==> config.mk <==
export PLATFORM = sky130hd
export DESIGN_NAME = quartic_curve_smooth_point_count_core_flat
export DESIGN_NICKNAME = d
export VERILOG_FILES = /design/src/sv/qcspc_pkg.sv /design/src/sv/qcspc_coef_if.sv /design/src/sv/qcspc_result_if.sv /design/src/sv/qcspc_cfg_if.sv /design/src/sv/quartic_curve_smooth_point_count_core.sv /design/src/sv/qcspc_cell.sv /design/src/sv/qcspc_chain.sv /design/src/flat_wrapper.sv
export SDC_FILE = /design/constraint.sdc
export NUM_CORES = 1
export LEC_CHECK = 0
export CAP_MARGIN = 40
export CORE_AREA = 3 3 217 219
export DETAILED_ROUTE_END_ITERATION = 12
export DIE_AREA = 0 0 220 222
export DONT_BUFFER_PORTS = 1
export PLACE_DENSITY = 0.71
export SKIP_CTS_REPAIR_TIMING = 1
export SLEW_MARGIN = 25
export SYNTH_ARGS = -nofsm -noshare
export SYNTH_HDL_FRONTEND = slang
export SYNTH_SLANG_ARGS = --single-unit
export TNS_END_PERCENT = 50
==> constraint.sdc <==
create_clock -name clk -period 4.52 [get_ports clk]
set_clock_uncertainty 0.2 [all_clocks]
set_input_delay 0.678 -clock clk [delete_from_list [all_inputs] [get_ports clk]]
set_output_delay 0.678 -clock clk [all_outputs]
set_load 0.03 [all_outputs]
==> src/sv/qcspc_pkg.sv <==
package qcspc_pkg;

	localparam int MAX_MODULUS_DEF = 64;
	localparam int RES_W = 7;
	localparam int RAW_W = 8;
	localparam int CNT_W = 8;
	localparam int COEF_W = 6;
	localparam int SH_W = 3;
	localparam int WIDE_W = RAW_W + 6;
	localparam logic [SH_W-1:0] RED_FIRST = 3'd6;
	localparam logic [RES_W-1:0] MOD_MIN = 7'd3;
	localparam logic [RES_W-1:0] MOD_RESET = 7'd3;

	typedef struct packed {
		logic load;
		logic reduce;
		logic [SH_W-1:0] k;
		logic step;
	} cell_ctl_t;

endpackage

==> src/sv/qcspc_coef_if.sv <==
interface qcspc_coef_if;
	logic valid;
	logic ready;
	logic [qcspc_pkg::COEF_W-1:0] coef_quadratic;
	logic [qcspc_pkg::COEF_W-1:0] coef_linear;
	logic [qcspc_pkg::COEF_W-1:0] coef_constant;

	modport source (output valid, coef_quadratic, coef_linear, coef_constant, input ready);
	modport sink (input valid, coef_quadratic, coef_linear, coef_constant, output ready);
endinterface

==> src/sv/qcspc_result_if.sv <==
interface qcspc_result_if;
	logic valid;
	logic ready;
	logic [qcspc_pkg::CNT_W-1:0] smooth_points;
	logic [qcspc_pkg::CNT_W-1:0] twist_points;
	logic pointless;
	logic twist_pointless;

	modport source (output valid, smooth_points, twist_points, pointless, twist_pointless,
		input ready);
	modport sink (input valid, smooth_points, twist_points, pointless, twist_pointless,
		output ready);
endinterface

==> src/sv/qcspc_cfg_if.sv <==
interface qcspc_cfg_if;
	logic valid;
	logic ready;
	logic [qcspc_pkg::RES_W-1:0] modulus;

	modport source (output valid, modulus, input ready);
	modport sink (input valid, modulus, output ready);
endinterface

==> src/sv/quartic_curve_smooth_point_count_core.sv <==
// Counts affine smooth points of y^2 = x^4 + f2*x^2 + f1*x + f0 and of its
// quadratic twist over the integers modulo a configured p. One coefficient beat
// yields one result beat. For each item the ST_RED state first reduces the
// starting differences modulo p, then a row of difference cells steps f(x), f'(x)
// and x^2 one value of x per cycle, and ST_WAIT drains the square-table read
// and the final sum, holding while the result port is busy. After reset and
// after each accepted modulus write the square table is rebuilt, during which no
// coefficient beat is taken. A modulus write outside 3..MAX_MODULUS is ignored.
// A new item may be taken while the previous result still waits on its port.
module quartic_curve_smooth_point_count_core #(
	parameter int MAX_MODULUS = qcspc_pkg::MAX_MODULUS_DEF
) (
	input  logic                 clk,
	input  logic                 arst_n,
	qcspc_cfg_if.sink            cfg,
	qcspc_coef_if.sink           coef,
	qcspc_result_if.source       result
);

	localparam int AW = (MAX_MODULUS > 1) ? $clog2(MAX_MODULUS) : 1;
	localparam int RW = qcspc_pkg::RES_W;
	localparam int XW = qcspc_pkg::RAW_W;
	localparam int CW = qcspc_pkg::CNT_W;

	typedef enum logic [2:0] {
		ST_CLR, ST_FRED, ST_FILL, ST_IDLE, ST_RED, ST_RUN, ST_WAIT
	} state_t;

	state_t state_q;
	logic [RW-1:0] mod_q;
	logic [RW-1:0] x_q;
	logic [qcspc_pkg::SH_W-1:0] k_q;
	logic [AW-1:0] clr_q;
	logic vld_s1;
	logic last_s1;
	logic vz_s1;
	logic dz_s1;
	logic rd_s1;
	logic [CW-1:0] cnt_q;
	logic [CW-1:0] ucnt_q;
	logic f1z_q;
	logic [RW-1:0] f0_q;
	logic [RW-1:0] excl_q;
	logic out_vld_q;
	logic [CW-1:0] out_cnt_q;
	logic [CW-1:0] out_ucnt_q;
	logic out_pl_q;
	logic out_tpl_q;

	logic sq_mem [MAX_MODULUS];

	qcspc_pkg::cell_ctl_t ctl;
	logic [XW-1:0] f_init [5];
	logic [XW-1:0] d_init [4];
	logic [XW-1:0] s_init [3];
	logic [XW-1:0] a_init [1];
	logic [XW-1:0] fq [5];
	logic [XW-1:0] dq [4];
	logic [XW-1:0] sq [3];
	logic [XW-1:0] aq [1];

	logic cfg_ok;
	logic in_fire;
	logic out_free;
	logic [RW-1:0] a_r;
	logic [XW-1:0] a_plus_p;
	logic [RW-1:0] h;
	logic [1:0] ny;
	logic skip;
	logic [CW-1:0] cnt_inc;
	logic [CW-1:0] ucnt_inc;
	logic [CW-1:0] cnt_fin;
	logic [CW-1:0] ucnt_fin;

	assign cfg.ready = (state_q == ST_IDLE);
	assign coef.ready = (state_q == ST_IDLE) && !cfg.valid;
	assign in_fire = coef.valid && coef.ready;
	assign cfg_ok = (32'(cfg.modulus) >= 32'(qcspc_pkg::MOD_MIN))
		&& (32'(cfg.modulus) <= 32'(MAX_MODULUS));
	assign out_free = !out_vld_q || result.ready;

	assign f_init[0] = XW'(coef.coef_constant);
	assign f_init[1] = XW'(coef.coef_quadratic) + XW'(coef.coef_linear) + 8'd1;
	assign f_init[2] = {1'b0, coef.coef_quadratic, 1'b0} + 8'd14;
	assign f_init[3] = 8'd36;
	assign f_init[4] = 8'd24;
	assign d_init[0] = XW'(coef.coef_linear);
	assign d_init[1] = {1'b0, coef.coef_quadratic, 1'b0} + 8'd4;
	assign d_init[2] = 8'd24;
	assign d_init[3] = 8'd24;
	assign s_init[0] = 8'd0;
	assign s_init[1] = 8'd1;
	assign s_init[2] = 8'd2;
	assign a_init[0] = XW'(coef.coef_quadratic);

	always_comb begin
		ctl = '0;
		ctl.k = k_q;
		case (state_q)
			ST_CLR:  ctl.load = 1'b1;
			ST_IDLE: ctl.load = in_fire;
			ST_FRED: ctl.reduce = 1'b1;
			ST_RED:  ctl.reduce = 1'b1;
			ST_FILL: ctl.step = 1'b1;
			ST_RUN:  ctl.step = 1'b1;
			default: ctl = '0;
		endcase
	end

	qcspc_chain #(.N(5)) u_fchain (.clk(clk), .ctl(ctl), .p(mod_q), .init(f_init), .q(fq));
	qcspc_chain #(.N(4)) u_dchain (.clk(clk), .ctl(ctl), .p(mod_q), .init(d_init), .q(dq));
	qcspc_chain #(.N(3)) u_schain (.clk(clk), .ctl(ctl), .p(mod_q), .init(s_init), .q(sq));
	qcspc_chain #(.N(1)) u_achain (.clk(clk), .ctl(ctl), .p(mod_q), .init(a_init), .q(aq));

	// The square (f2/2)^2 is caught when the x^2 cell passes x = f2/2.
	assign a_r = aq[0][RW-1:0];
	assign a_plus_p = XW'(a_r) + XW'(mod_q);
	always_comb begin
		if (mod_q[0]) begin
			h = a_r[0] ? a_plus_p[RW:1] : (a_r >> 1);
		end else begin
			h = a_r[0] ? (mod_q >> 1) : '0;
		end
	end

	always_comb begin
		if (rd_s1) begin
			ny = 2'd2;
		end else if (vz_s1) begin
			ny = 2'd1;
		end else begin
			ny = 2'd0;
		end
	end
	assign skip = (ny == 2'd1) && dz_s1;
	assign cnt_inc = skip ? '0 : CW'(ny);
	assign ucnt_inc = skip ? '0 : CW'(2'd2 - ny);
	assign cnt_fin = cnt_q + cnt_inc;
	assign ucnt_fin = ucnt_q + ucnt_inc;

	always_ff @(posedge clk) begin
		if (state_q == ST_CLR) begin
			sq_mem[clr_q] <= 1'b0;
		end else if ((state_q == ST_FILL) && (x_q != '0)) begin
			sq_mem[AW'(sq[0])] <= 1'b1;
		end
		if (state_q == ST_RUN) begin
			rd_s1 <= sq_mem[AW'(fq[0])];
			vz_s1 <= (fq[0] == '0);
			dz_s1 <= (dq[0] == '0);
			if (x_q == '0) begin
				f1z_q <= (dq[0] == '0);
				f0_q <= fq[0][RW-1:0];
			end
			if (x_q == h) begin
				excl_q <= sq[0][RW-1:0];
			end
		end
		if (in_fire) begin
			cnt_q <= '0;
			ucnt_q <= '0;
		end else if (vld_s1 && !last_s1) begin
			cnt_q <= cnt_fin;
			ucnt_q <= ucnt_fin;
		end
		if (vld_s1 && last_s1 && out_free) begin
			out_cnt_q <= cnt_fin;
			out_ucnt_q <= ucnt_fin;
			out_pl_q <= (cnt_fin == '0);
			out_tpl_q <= (ucnt_fin == '0) && !(f1z_q && (f0_q == excl_q));
		end
	end

	always_ff @(posedge clk or negedge arst_n) begin
		if (!arst_n) begin
			state_q <= ST_CLR;
			mod_q <= qcspc_pkg::MOD_RESET;
			x_q <= '0;
			k_q <= qcspc_pkg::RED_FIRST;
			clr_q <= '0;
			vld_s1 <= 1'b0;
			last_s1 <= 1'b0;
			out_vld_q <= 1'b0;
		end else begin
			if (out_vld_q && result.ready && (state_q != ST_WAIT)) begin
				out_vld_q <= 1'b0;
			end
			case (state_q)
				ST_CLR: begin
					k_q <= qcspc_pkg::RED_FIRST;
					if (clr_q == AW'(MAX_MODULUS - 1)) begin
						state_q <= ST_FRED;
					end else begin
						clr_q <= clr_q + 1'b1;
					end
				end
				ST_FRED: begin
					x_q <= '0;
					if (k_q == '0) begin
						state_q <= ST_FILL;
					end else begin
						k_q <= k_q - 1'b1;
					end
				end
				ST_FILL: begin
					if (x_q == mod_q - 1'b1) begin
						state_q <= ST_IDLE;
					end else begin
						x_q <= x_q + 1'b1;
					end
				end
				ST_IDLE: begin
					k_q <= qcspc_pkg::RED_FIRST;
					x_q <= '0;
					clr_q <= '0;
					if (cfg.valid && cfg_ok) begin
						mod_q <= cfg.modulus;
						state_q <= ST_CLR;
					end else if (in_fire) begin
						state_q <= ST_RED;
					end
				end
				ST_RED: begin
					if (k_q == '0) begin
						state_q <= ST_RUN;
					end else begin
						k_q <= k_q - 1'b1;
					end
				end
				ST_RUN: begin
					vld_s1 <= 1'b1;
					if (x_q == mod_q - 1'b1) begin
						last_s1 <= 1'b1;
						state_q <= ST_WAIT;
					end else begin
						x_q <= x_q + 1'b1;
					end
				end
				ST_WAIT: begin
					if (out_free) begin
						vld_s1 <= 1'b0;
						last_s1 <= 1'b0;
						out_vld_q <= 1'b1;
						state_q <= ST_IDLE;
					end
				end
				default: state_q <= ST_IDLE;
			endcase
		end
	end

	assign result.valid = out_vld_q;
	assign result.smooth_points = out_cnt_q;
	assign result.twist_points = out_ucnt_q;
	assign result.pointless = out_pl_q;
	assign result.twist_pointless = out_tpl_q;

	a_ready_idle: assert property (@(posedge clk) disable iff (!arst_n)
		(coef.ready || cfg.ready) |-> (state_q == ST_IDLE))
		else $error("handshake ready outside idle");
	a_mod_range: assert property (@(posedge clk) disable iff (!arst_n)
		(mod_q >= qcspc_pkg::MOD_MIN) && (32'(mod_q) <= MAX_MODULUS))
		else $error("modulus register out of range");
	a_x_range: assert property (@(posedge clk) disable iff (!arst_n)
		((state_q == ST_RUN) || (state_q == ST_FILL)) |-> (x_q < mod_q))
		else $error("sweep index beyond modulus");
	a_last_wait: assert property (@(posedge clk) disable iff (!arst_n)
		last_s1 |-> (vld_s1 && (state_q == ST_WAIT)))
		else $error("final stage outside drain");
	a_pointless: assert property (@(posedge clk) disable iff (!arst_n)
		$rose(out_vld_q) |-> (out_pl_q == (out_cnt_q == '0)))
		else $error("pointless flag disagrees with count");

endmodule

==> src/sv/qcspc_cell.sv <==
module qcspc_cell (
	input  logic                         clk,
	input  qcspc_pkg::cell_ctl_t         ctl,
	input  logic [qcspc_pkg::RES_W-1:0]  p,
	input  logic [qcspc_pkg::RAW_W-1:0]  init,
	input  logic [qcspc_pkg::RAW_W-1:0]  nb,
	output logic [qcspc_pkg::RAW_W-1:0]  q
);

	logic [qcspc_pkg::WIDE_W-1:0] pk;
	logic [qcspc_pkg::WIDE_W-1:0] qw;
	logic [qcspc_pkg::RAW_W-1:0]  sum;
	logic [qcspc_pkg::RAW_W-1:0]  pr;
	logic [qcspc_pkg::RAW_W-1:0]  q_q;

	assign pk  = qcspc_pkg::WIDE_W'(p) << ctl.k;
	assign qw  = qcspc_pkg::WIDE_W'(q_q);
	assign pr  = qcspc_pkg::RAW_W'(p);
	assign sum = q_q + nb;
	assign q   = q_q;

	// Each residue stays below p, so one subtract brings the sum back into range.
	always_ff @(posedge clk) begin
		if (ctl.load) begin
			q_q <= init;
		end else if (ctl.reduce) begin
			if (qw >= pk) begin
				q_q <= qcspc_pkg::RAW_W'(qw - pk);
			end
		end else if (ctl.step) begin
			q_q <= (sum >= pr) ? sum - pr : sum;
		end
	end

endmodule

==> src/sv/qcspc_chain.sv <==
module qcspc_chain #(
	parameter int N = 4
) (
	input  logic                         clk,
	input  qcspc_pkg::cell_ctl_t         ctl,
	input  logic [qcspc_pkg::RES_W-1:0]  p,
	input  logic [qcspc_pkg::RAW_W-1:0]  init [N],
	output logic [qcspc_pkg::RAW_W-1:0]  q [N]
);

	// Each cell adds its right neighbor, so the head walks a polynomial by differences.
	for (genvar i = 0; i < N; i++) begin : g_cell
		logic [qcspc_pkg::RAW_W-1:0] nb;
		if (i == N - 1) begin : g_end
			assign nb = '0;
		end else begin : g_mid
			assign nb = q[i+1];
		end
		qcspc_cell u_cell (
			.clk  (clk),
			.ctl  (ctl),
			.p    (p),
			.init (init[i]),
			.nb   (nb),
			.q    (q[i])
		);
	end

endmodule

==> src/flat_wrapper.sv <==
// flat-port wrapper written by rule: the top's interface ports become plain ports
module quartic_curve_smooth_point_count_core_flat 
#(
	parameter int MAX_MODULUS = qcspc_pkg::MAX_MODULUS_DEF
)
  (clk, arst_n, cfg_valid, cfg_modulus, cfg_ready, coef_valid, coef_coef_quadratic, coef_coef_linear, coef_coef_constant, coef_ready, result_valid, result_smooth_points, result_twist_points, result_pointless, result_twist_pointless, result_ready);
  qcspc_cfg_if cfg_i ();
  qcspc_coef_if coef_i ();
  qcspc_result_if result_i ();
  input  logic clk;
  input  logic arst_n;
  input wire logic [$bits(cfg_i.valid)-1:0] cfg_valid;
  input wire logic [$bits(cfg_i.modulus)-1:0] cfg_modulus;
  output wire logic [$bits(cfg_i.ready)-1:0] cfg_ready;
  input wire logic [$bits(coef_i.valid)-1:0] coef_valid;
  input wire logic [$bits(coef_i.coef_quadratic)-1:0] coef_coef_quadratic;
  input wire logic [$bits(coef_i.coef_linear)-1:0] coef_coef_linear;
  input wire logic [$bits(coef_i.coef_constant)-1:0] coef_coef_constant;
  output wire logic [$bits(coef_i.ready)-1:0] coef_ready;
  output wire logic [$bits(result_i.valid)-1:0] result_valid;
  output wire logic [$bits(result_i.smooth_points)-1:0] result_smooth_points;
  output wire logic [$bits(result_i.twist_points)-1:0] result_twist_points;
  output wire logic [$bits(result_i.pointless)-1:0] result_pointless;
  output wire logic [$bits(result_i.twist_pointless)-1:0] result_twist_pointless;
  input wire logic [$bits(result_i.ready)-1:0] result_ready;
  assign cfg_i.valid = cfg_valid;
  assign cfg_i.modulus = cfg_modulus;
  assign cfg_ready = cfg_i.ready;
  assign coef_i.valid = coef_valid;
  assign coef_i.coef_quadratic = coef_coef_quadratic;
  assign coef_i.coef_linear = coef_coef_linear;
  assign coef_i.coef_constant = coef_coef_constant;
  assign coef_ready = coef_i.ready;
  assign result_valid = result_i.valid;
  assign result_smooth_points = result_i.smooth_points;
  assign result_twist_points = result_i.twist_points;
  assign result_pointless = result_i.pointless;
  assign result_twist_pointless = result_i.twist_pointless;
  assign result_i.ready = result_ready;
  quartic_curve_smooth_point_count_core #(.MAX_MODULUS(MAX_MODULUS)) u_core (.clk(clk), .arst_n(arst_n), .cfg(cfg_i), .coef(coef_i), .result(result_i));
endmodule
==> results of run 1 <==
-- sequential cells by signal, indices dropped and copies added (netlist names), 3 cells and up --
name and cells:
u_core.cnt_q 8, u_core.k_q 3, u_core.result.twist_points 8, u_core.x_q 7, u_core.u_achain.g_cell.u_cell.q 8, u_core.u_fchain.g_cell.u_cell.q 40, u_core.sq_mem 64, u_core.state_q 3
u_core.f0_q 7, u_core.result.smooth_points 8, u_core.u_dchain.g_cell.u_cell.q 32, u_core.u_schain.g_cell.u_cell.q 24, u_core.ucnt_q 8, u_core.mod_q 7, u_core.excl_q 7, u_core.clr_q 6
-- area by class of cell --
class / count / share of cell area, %
inverter: 125 / 1.80
clock inverter: 17 / 0.576
tap: 600 / 2.86
sequential: 249 / 25.0
clock buffer: 35 / 2.88
multi-input combinational: 2302 / 64.7
timing repair buffer: 69 / 2.26
-- worst register-to-register path, stage by stage, from the launching register on --
cell and delay (ns):
dfrtp_1 0.49, buf_4 0.24, a21bo_2 0.20, nand2_1 0.07
a32o_1 0.30, o22a_1 0.35, buf_4 0.24, ha_1 0.35
and3_1 0.17, a31o_2 0.25, o2111a_1 0.22, o21ai_0 0.23
a31o_1 0.42, a21oi_1 0.08, a221o_1 0.33
-- how the worst min path moves through the flow --
stage                            endpoint  slack [ns]  cells after the start
after floorplan           u_core.clr_q[0]        0.18                      0
after global placement      u_core.x_q[5]        0.18                      0
after detailed placement    u_core.x_q[5]        0.18                      0
after CTS                   u_core.x_q[2]       -0.42                      0
after global routing      u_core.mod_q[5]        0.05                      1
final                     u_core.mod_q[6]        0.06                      1
-- kinds of logic (layout without fill, tap and decap cells) --
logic type               count (synthesis)  after routing  share of synthesized area, %
buffers and inverters                  227            246                          3.79
AND/OR/NAND/NOR                        881            881                          17.1
adder cells (fa/ha/maj)                339            339                          18.4
flip-flops                             249            249                          26.9
AO/OA/AOI/OAI                          740            740                          20.0
XOR/XNOR                               236            236                          8.48
multiplexers                           101            101                          5.32
other                                    1              5                        0.0154
-- placed cells by master (no fill, tap or decap), types with 78 or more instances in the layout --
master,instances
edfxtp_1,142
o21ai_0,157
ha_1,278
nand2_1,195
xnor2_1,152
xor2_1,84
a21oi_1,211
inv_1,122
dfxtp_1,78
nor2_1,299
-- per-stage QoR --
step,area [sq um],hold WS (ns)
4_1_cts,26200,-0.417
3_5_place_dp,25300,0.184
2_1_floorplan,24400,0.182
3_3_place_gp,25300,0.184
6_report,26300,0.0624
5_1_grt,26300,0.0486
-- metal layers --
layer	track usage (%)	wire, microns
met3	3.63	5760
met1	40.5	31000
met4	10.6	3030
met2	46.6	33200
met5	0	0
-- power groups by stage --
stage          logic [mW]  registers (mW)  clock network (mW)
6_report             8.18            3.30                2.28
5_1_grt              9.09            3.30                2.39
4_1_cts              8.07            3.28                2.31
3_5_place_dp         8.01            3.32                   0
3_3_place_gp         7.70            3.31                   0
2_1_floorplan        6.41            3.13                   0
==> out/results.ini, run 1 <==
[synth]
synth-edff-count=142
synth_common_cells=299 x nor2_1, 278 x ha_1, 214 x a21oi_1, 197 x nand2_1, 158 x o21ai_0
syn_avg_cell_area_sq_um=8.79
ys_seq_area_share_pct=26.9
yosysTopAreaCell=edfxtp_1
synth_warnings=0
netlist_area_sq_mm=0.0244
synth_top_area_share_pct=17.5
ys_async_sr_fraction_pct=11.6
synth-main-ff-cell=edfxtp_1
synth.area.top_cells=edfxtp_1 17%, ha_1 14%, dfxtp_1 6.4%
yosysUniqueCellTypes=109
yosysMostFrequentCell=nor2_1
ys_ff_latch=249
syn_inst=2774

[power]
combPwrFrac_pct=59.5
total_power_mw=13.8
p_per_area_mw_per_mm2=524
switching_share_pct=42.2
p_seq_share_pct=24.0
clkPwrFrac_pct=16.5
switchingPower_mw=5.80
leakage_nw=10.2
max-vdd-ir-drop_uv=686
p_int_mw=7.95

[critical_path]
r2r_slack_ns=0.27
arrival_ns=4.50
crit_buf_inv=2
path_common_cell=buf_4
reg2reg_from=u_core.state_q[1]
crit_path_max_incr_delay_ns=0.49
cp_num_cells=14
cp_cell_sequence=buf_4 -> a21bo_2 -> nand2_1 -> a32o_1 -> o22a_1 -> buf_4 -> ha_1 -> and3_1 -> a31o_2 -> o2111a_1 -> o21ai_0 -> a31o_1 -> a21oi_1 -> a221o_1
path_delay_family=compound AO/OA/AOI/OAI gates
crit_type=reg -> reg
rr_worst_depth=14
cp-endpoint=u_core.u_dchain.g_cell[2].u_cell.q[3]
worstSetupStartpointType=flop
crit_fanout=10
required_ns=4.78
critPathLaunch=u_core.state_q[1]
end_kind=flop
r2r-end=u_core.u_dchain.g_cell[2].u_cell.q[3]
crit_slowest_cell=dfrtp_1

[placement]
pre_cts_ws_ns=0.250
dpl.hpwl_mm=54.2
gp_congestion=0.952
portBuffers=0
placed_cells=3341

[cells_and_area]
stdcell_count=3397
layout.nets=3122
final_core_util_pct=58.0
diodes=0
multi_input_area_sq_mm=0.0170
area_growth_pct=7.76
drive_gt1_share_pct=8.08
fillerInstances=3948
register_area_sq_mm=0.00656

[cts]
cts_buffer_depth=3
numCtsBuffers=28
cts_max_level=1
clkTransAtPathRegs_ns=0.06
clk_latency_ns=0.57
cts_root_buffer=clkbuf_16
cts.sinks=249
cts_tree=built

[sta]
rsz0062_at_grt=no
fmax_mhz=235
drv_slew=0
fin_ws_ns=0.273
finalSetupViolCount=0
finalHoldViolCount=0
relSlewSlack_pct=40.9
period_needed_ns=4.25
worst_pin_slew_ns=0.886
period_share_pct=94.0
setup_tns_ns=0

[floorplan]
die_area_sq_mm=0.0488
ios=51
dieWidth_microns=220
rows=78
die_y_microns=222
start_util_pct=53.8
core_area_sq_mm=0.0453

[grt]
grt_overflow=0
antenna_found_initial=0
globalRouteTotalUtil_pct=29.1
grt_start_max_net_pins=88
grt_pass1_vias=20900
grt_pass1_wl_mm=114

[run]
maxCapViolations=0

[min_path]
hp-start=cfg_modulus[6]
hold_class=in -> reg

[routing]
wl_per_cell_microns=21.5
dr.pass1.iters=8
drt-initial-drc-count=2110
num_vias=21600
drc_errors=0
wl_mm=73.0
viasPerCell=6.37
final_antenna_net_count=0

[outcome]
status=complete, no violations

No activity file was read; power rests on OpenSTA's default activity.
==> inputs of run 2 (changes only) <==
--- a/config.mk
+++ b/config.mk
@@ -10,6 +10,7 @@
 export DETAILED_ROUTE_END_ITERATION = 12
 export DIE_AREA = 0 0 220 222
 export DONT_BUFFER_PORTS = 1
+export GPL_TIMING_DRIVEN = 0
 export PLACE_DENSITY = 0.71
 export SKIP_CTS_REPAIR_TIMING = 1
 export SLEW_MARGIN = 25
==> out/results.ini, run 2 (synthesis results as in run 1) <==
[floorplan]
dieWidth_microns=220  ; unchanged
ios=51  ; unchanged
die_area_sq_mm=0.0488  ; unchanged
rows=78  ; unchanged
die_y_microns=222  ; unchanged
core_area_sq_mm=0.0453  ; unchanged
start_util_pct=53.8  ; unchanged

[cts]
cts_buffer_depth=3  ; unchanged
clkTransAtPathRegs_ns=0.06  ; about the same
cts_tree=built  ; unchanged
cts_root_buffer=clkbuf_16  ; unchanged
cts.sinks=249  ; unchanged
numCtsBuffers=29  ; was 28
cts_max_level=1  ; unchanged
clk_latency_ns=0.59  ; was 0.57 ns

[cells_and_area]
final_common_cell=nor2_1  ; unchanged
drive_gt1_share_pct=9.10  ; was 8.08%
final_core_util_pct=59.7  ; was 58.0%
register_area_sq_mm=0.00657  ; was 0.00656 sq mm
mostFrequentLayoutCells=299 x nor2_1, 278 x ha_1, 211 x a21oi_1  ; unchanged
area_growth_pct=10.8  ; was 7.76%
multi_input_area_sq_mm=0.0170  ; about the same
largest-register=u_core.sq_mem  ; unchanged
largest_reg_flops=64  ; unchanged
layout.nets=3213  ; was 3122
fillerInstances=3936  ; was 3948

[power]
total_power_mw=14.2  ; was 13.8 mW
max-vdd-ir-drop_uv=532  ; was 686 uV
p_per_area_mw_per_mm2=525  ; was 524 mW/mm^2
leakage_nw=10.5  ; was 10.2 nW

[routing]
drt-initial-drc-count=2559  ; was 2110
dr.pass1.iters=6  ; was 8
final_antenna_net_count=0  ; unchanged
wl_mm=84.5  ; was 73.0 mm
wl_per_cell_microns=24.2  ; was 21.5 microns
num_vias=23000  ; was 21600
viasPerCell=6.59  ; was 6.37
drc_errors=0  ; unchanged

[sta]
worst_pin_slew_ns=0.979  ; was 0.886 ns
finalSetupViolCount=0  ; unchanged
fmax_mhz=223  ; was 235 MHz
period_needed_ns=4.49  ; was 4.25 ns
relSlewSlack_pct=34.7  ; was 40.9%
fin_ws_ns=0.0323  ; was 0.273 ns
finalHoldViolCount=0  ; unchanged
period_share_pct=99.3  ; was 94.0%
drv_slew=0  ; unchanged

[critical_path]
cp_num_cells=14  ; unchanged
cp_cell_sequence=clkbuf_2 -> a22oi_1 -> o31a_4 -> clkinvlp_4 -> buf_12 -> fa_1 -> nand2b_1 -> a21oi_1 -> a31o_2 -> maj3_1 -> a21o_1 -> a2111oi_0 -> or3_1 -> nand2_2  ; was buf_4 -> a21bo_2 -> nand2_1 -> a32o_1 -> o22a_1 -> buf_4 -> ha_1 -> and3_1 -> a31o_2 -> o2111a_1 -> o21ai_0 -> a31o_1 -> a21oi_1 -> a221o_1
path_delay_family=compound AO/OA/AOI/OAI gates  ; unchanged
crit_fanout=10  ; unchanged
rr_worst_depth=14  ; unchanged
crit_slowest_cell=dfstp_4  ; was dfrtp_1
worstSetupStartpointType=flop  ; unchanged
end_kind=flop  ; unchanged
crit_path_max_incr_delay_ns=0.67  ; was 0.49 ns
required_ns=4.57  ; was 4.78 ns
arrival_ns=4.53  ; was 4.50 ns
crit_buf_inv=3  ; was 2
crit_type=reg -> reg  ; unchanged

[grt]
globalRouteTotalUtil_pct=33.6  ; was 29.1%
grt_pass1_wl_mm=127  ; was 114 mm
grt_start_max_net_pins=54  ; was 88
antenna_found_initial=1  ; was 0
grt_pass1_vias=21700  ; was 20900
grt_overflow=0  ; unchanged

[outcome]
status=complete, no violations  ; unchanged

[placement]
portBuffers=0  ; unchanged
dpl.hpwl_mm=62.9  ; was 54.2 mm
pre_cts_ws_ns=-1.58  ; was 0.250 ns
gp_congestion=0.973  ; was 0.952

[min_path]
min_path_cells=1  ; unchanged
hold_class=in -> reg  ; unchanged

[run]
maxCapViolations=0  ; unchanged

-- run 2: stage by stage --
stage / cells / TNS [ns] / hold slack, ns / instance area (sq um)
after global placement: 3378 / -279.02 / 0.184 / 25100
after floorplan: 2778 / 0 / 0.182 / 24400
after detailed placement: 3408 / -144.71 / 0.184 / 25600
final: 3492 / 0 / 0.0544 / 27000
after CTS: 3462 / -146.77 / -0.437 / 26600
after global routing: 3489 / -0.0107 / 0.0510 / 27000
-- run 2: report_power, final --
group / switching [mW] / total [mW] / internal, mW / leakage, nW
clock network: 1.06 / 2.58 / 1.52 / 0.495
logic: 4.55 / 8.29 / 3.74 / 7.85
registers: 0.418 / 3.31 / 2.90 / 2.14
-- run 2: layout make-up --
cell class              instances  share of cell area [%]
inverters                     125                    1.80
multi-input cells            2302                    63.0
plain buffers                  99                    1.69
clock buffers                  39                    3.06
repair buffers                 60                    2.60
clock inverters                15                   0.741
diodes                          3                  0.0278
well taps                     600                    2.78
flip-flops and latches        249                    24.3
-- run 2: worst paths after layout --
check / to / start / slack (ns)
min in group asynchronous: u_core.k_q[0] / arst_n / 0.38
worst max-delay path: u_core.u_dchain.g_cell[0].u_cell.q[1] / u_core.mod_q[0] / 0.03
worst min register to register: u_core.cnt_q[0] / u_core.cnt_q[0] / 0.26
max in group asynchronous: u_core.mod_q[1] / arst_n / 3.49
worst min-delay path: u_core.mod_q[5] / cfg_modulus[5] / 0.05
worst max register to register: u_core.u_dchain.g_cell[0].u_cell.q[1] / u_core.mod_q[0] / 0.03
-- run 2: metal layers --
| layer | track usage (%) | share of wire, % |
|---|---|---|
| met5 | 0 | 0.028 |
| met4 | 17.2 | 6.1 |
| met3 | 6.43 | 11 |
| met2 | 51.3 | 43 |
| met1 | 45.3 | 40 |
-- run 2: worst register-to-register path, stage by stage, from the launching register on --
cell and delay, ns:
dfstp_4 0.67, clkbuf_2 0.29, a22oi_1 0.14, o31a_4 0.41, clkinvlp_4 0.11, buf_12 0.16, fa_1 0.20, nand2b_1 0.15
a21oi_1 0.14, a31o_2 0.24, maj3_1 0.35, a21o_1 0.19, a2111oi_0 0.45, or3_1 0.29, nand2_2 0.18
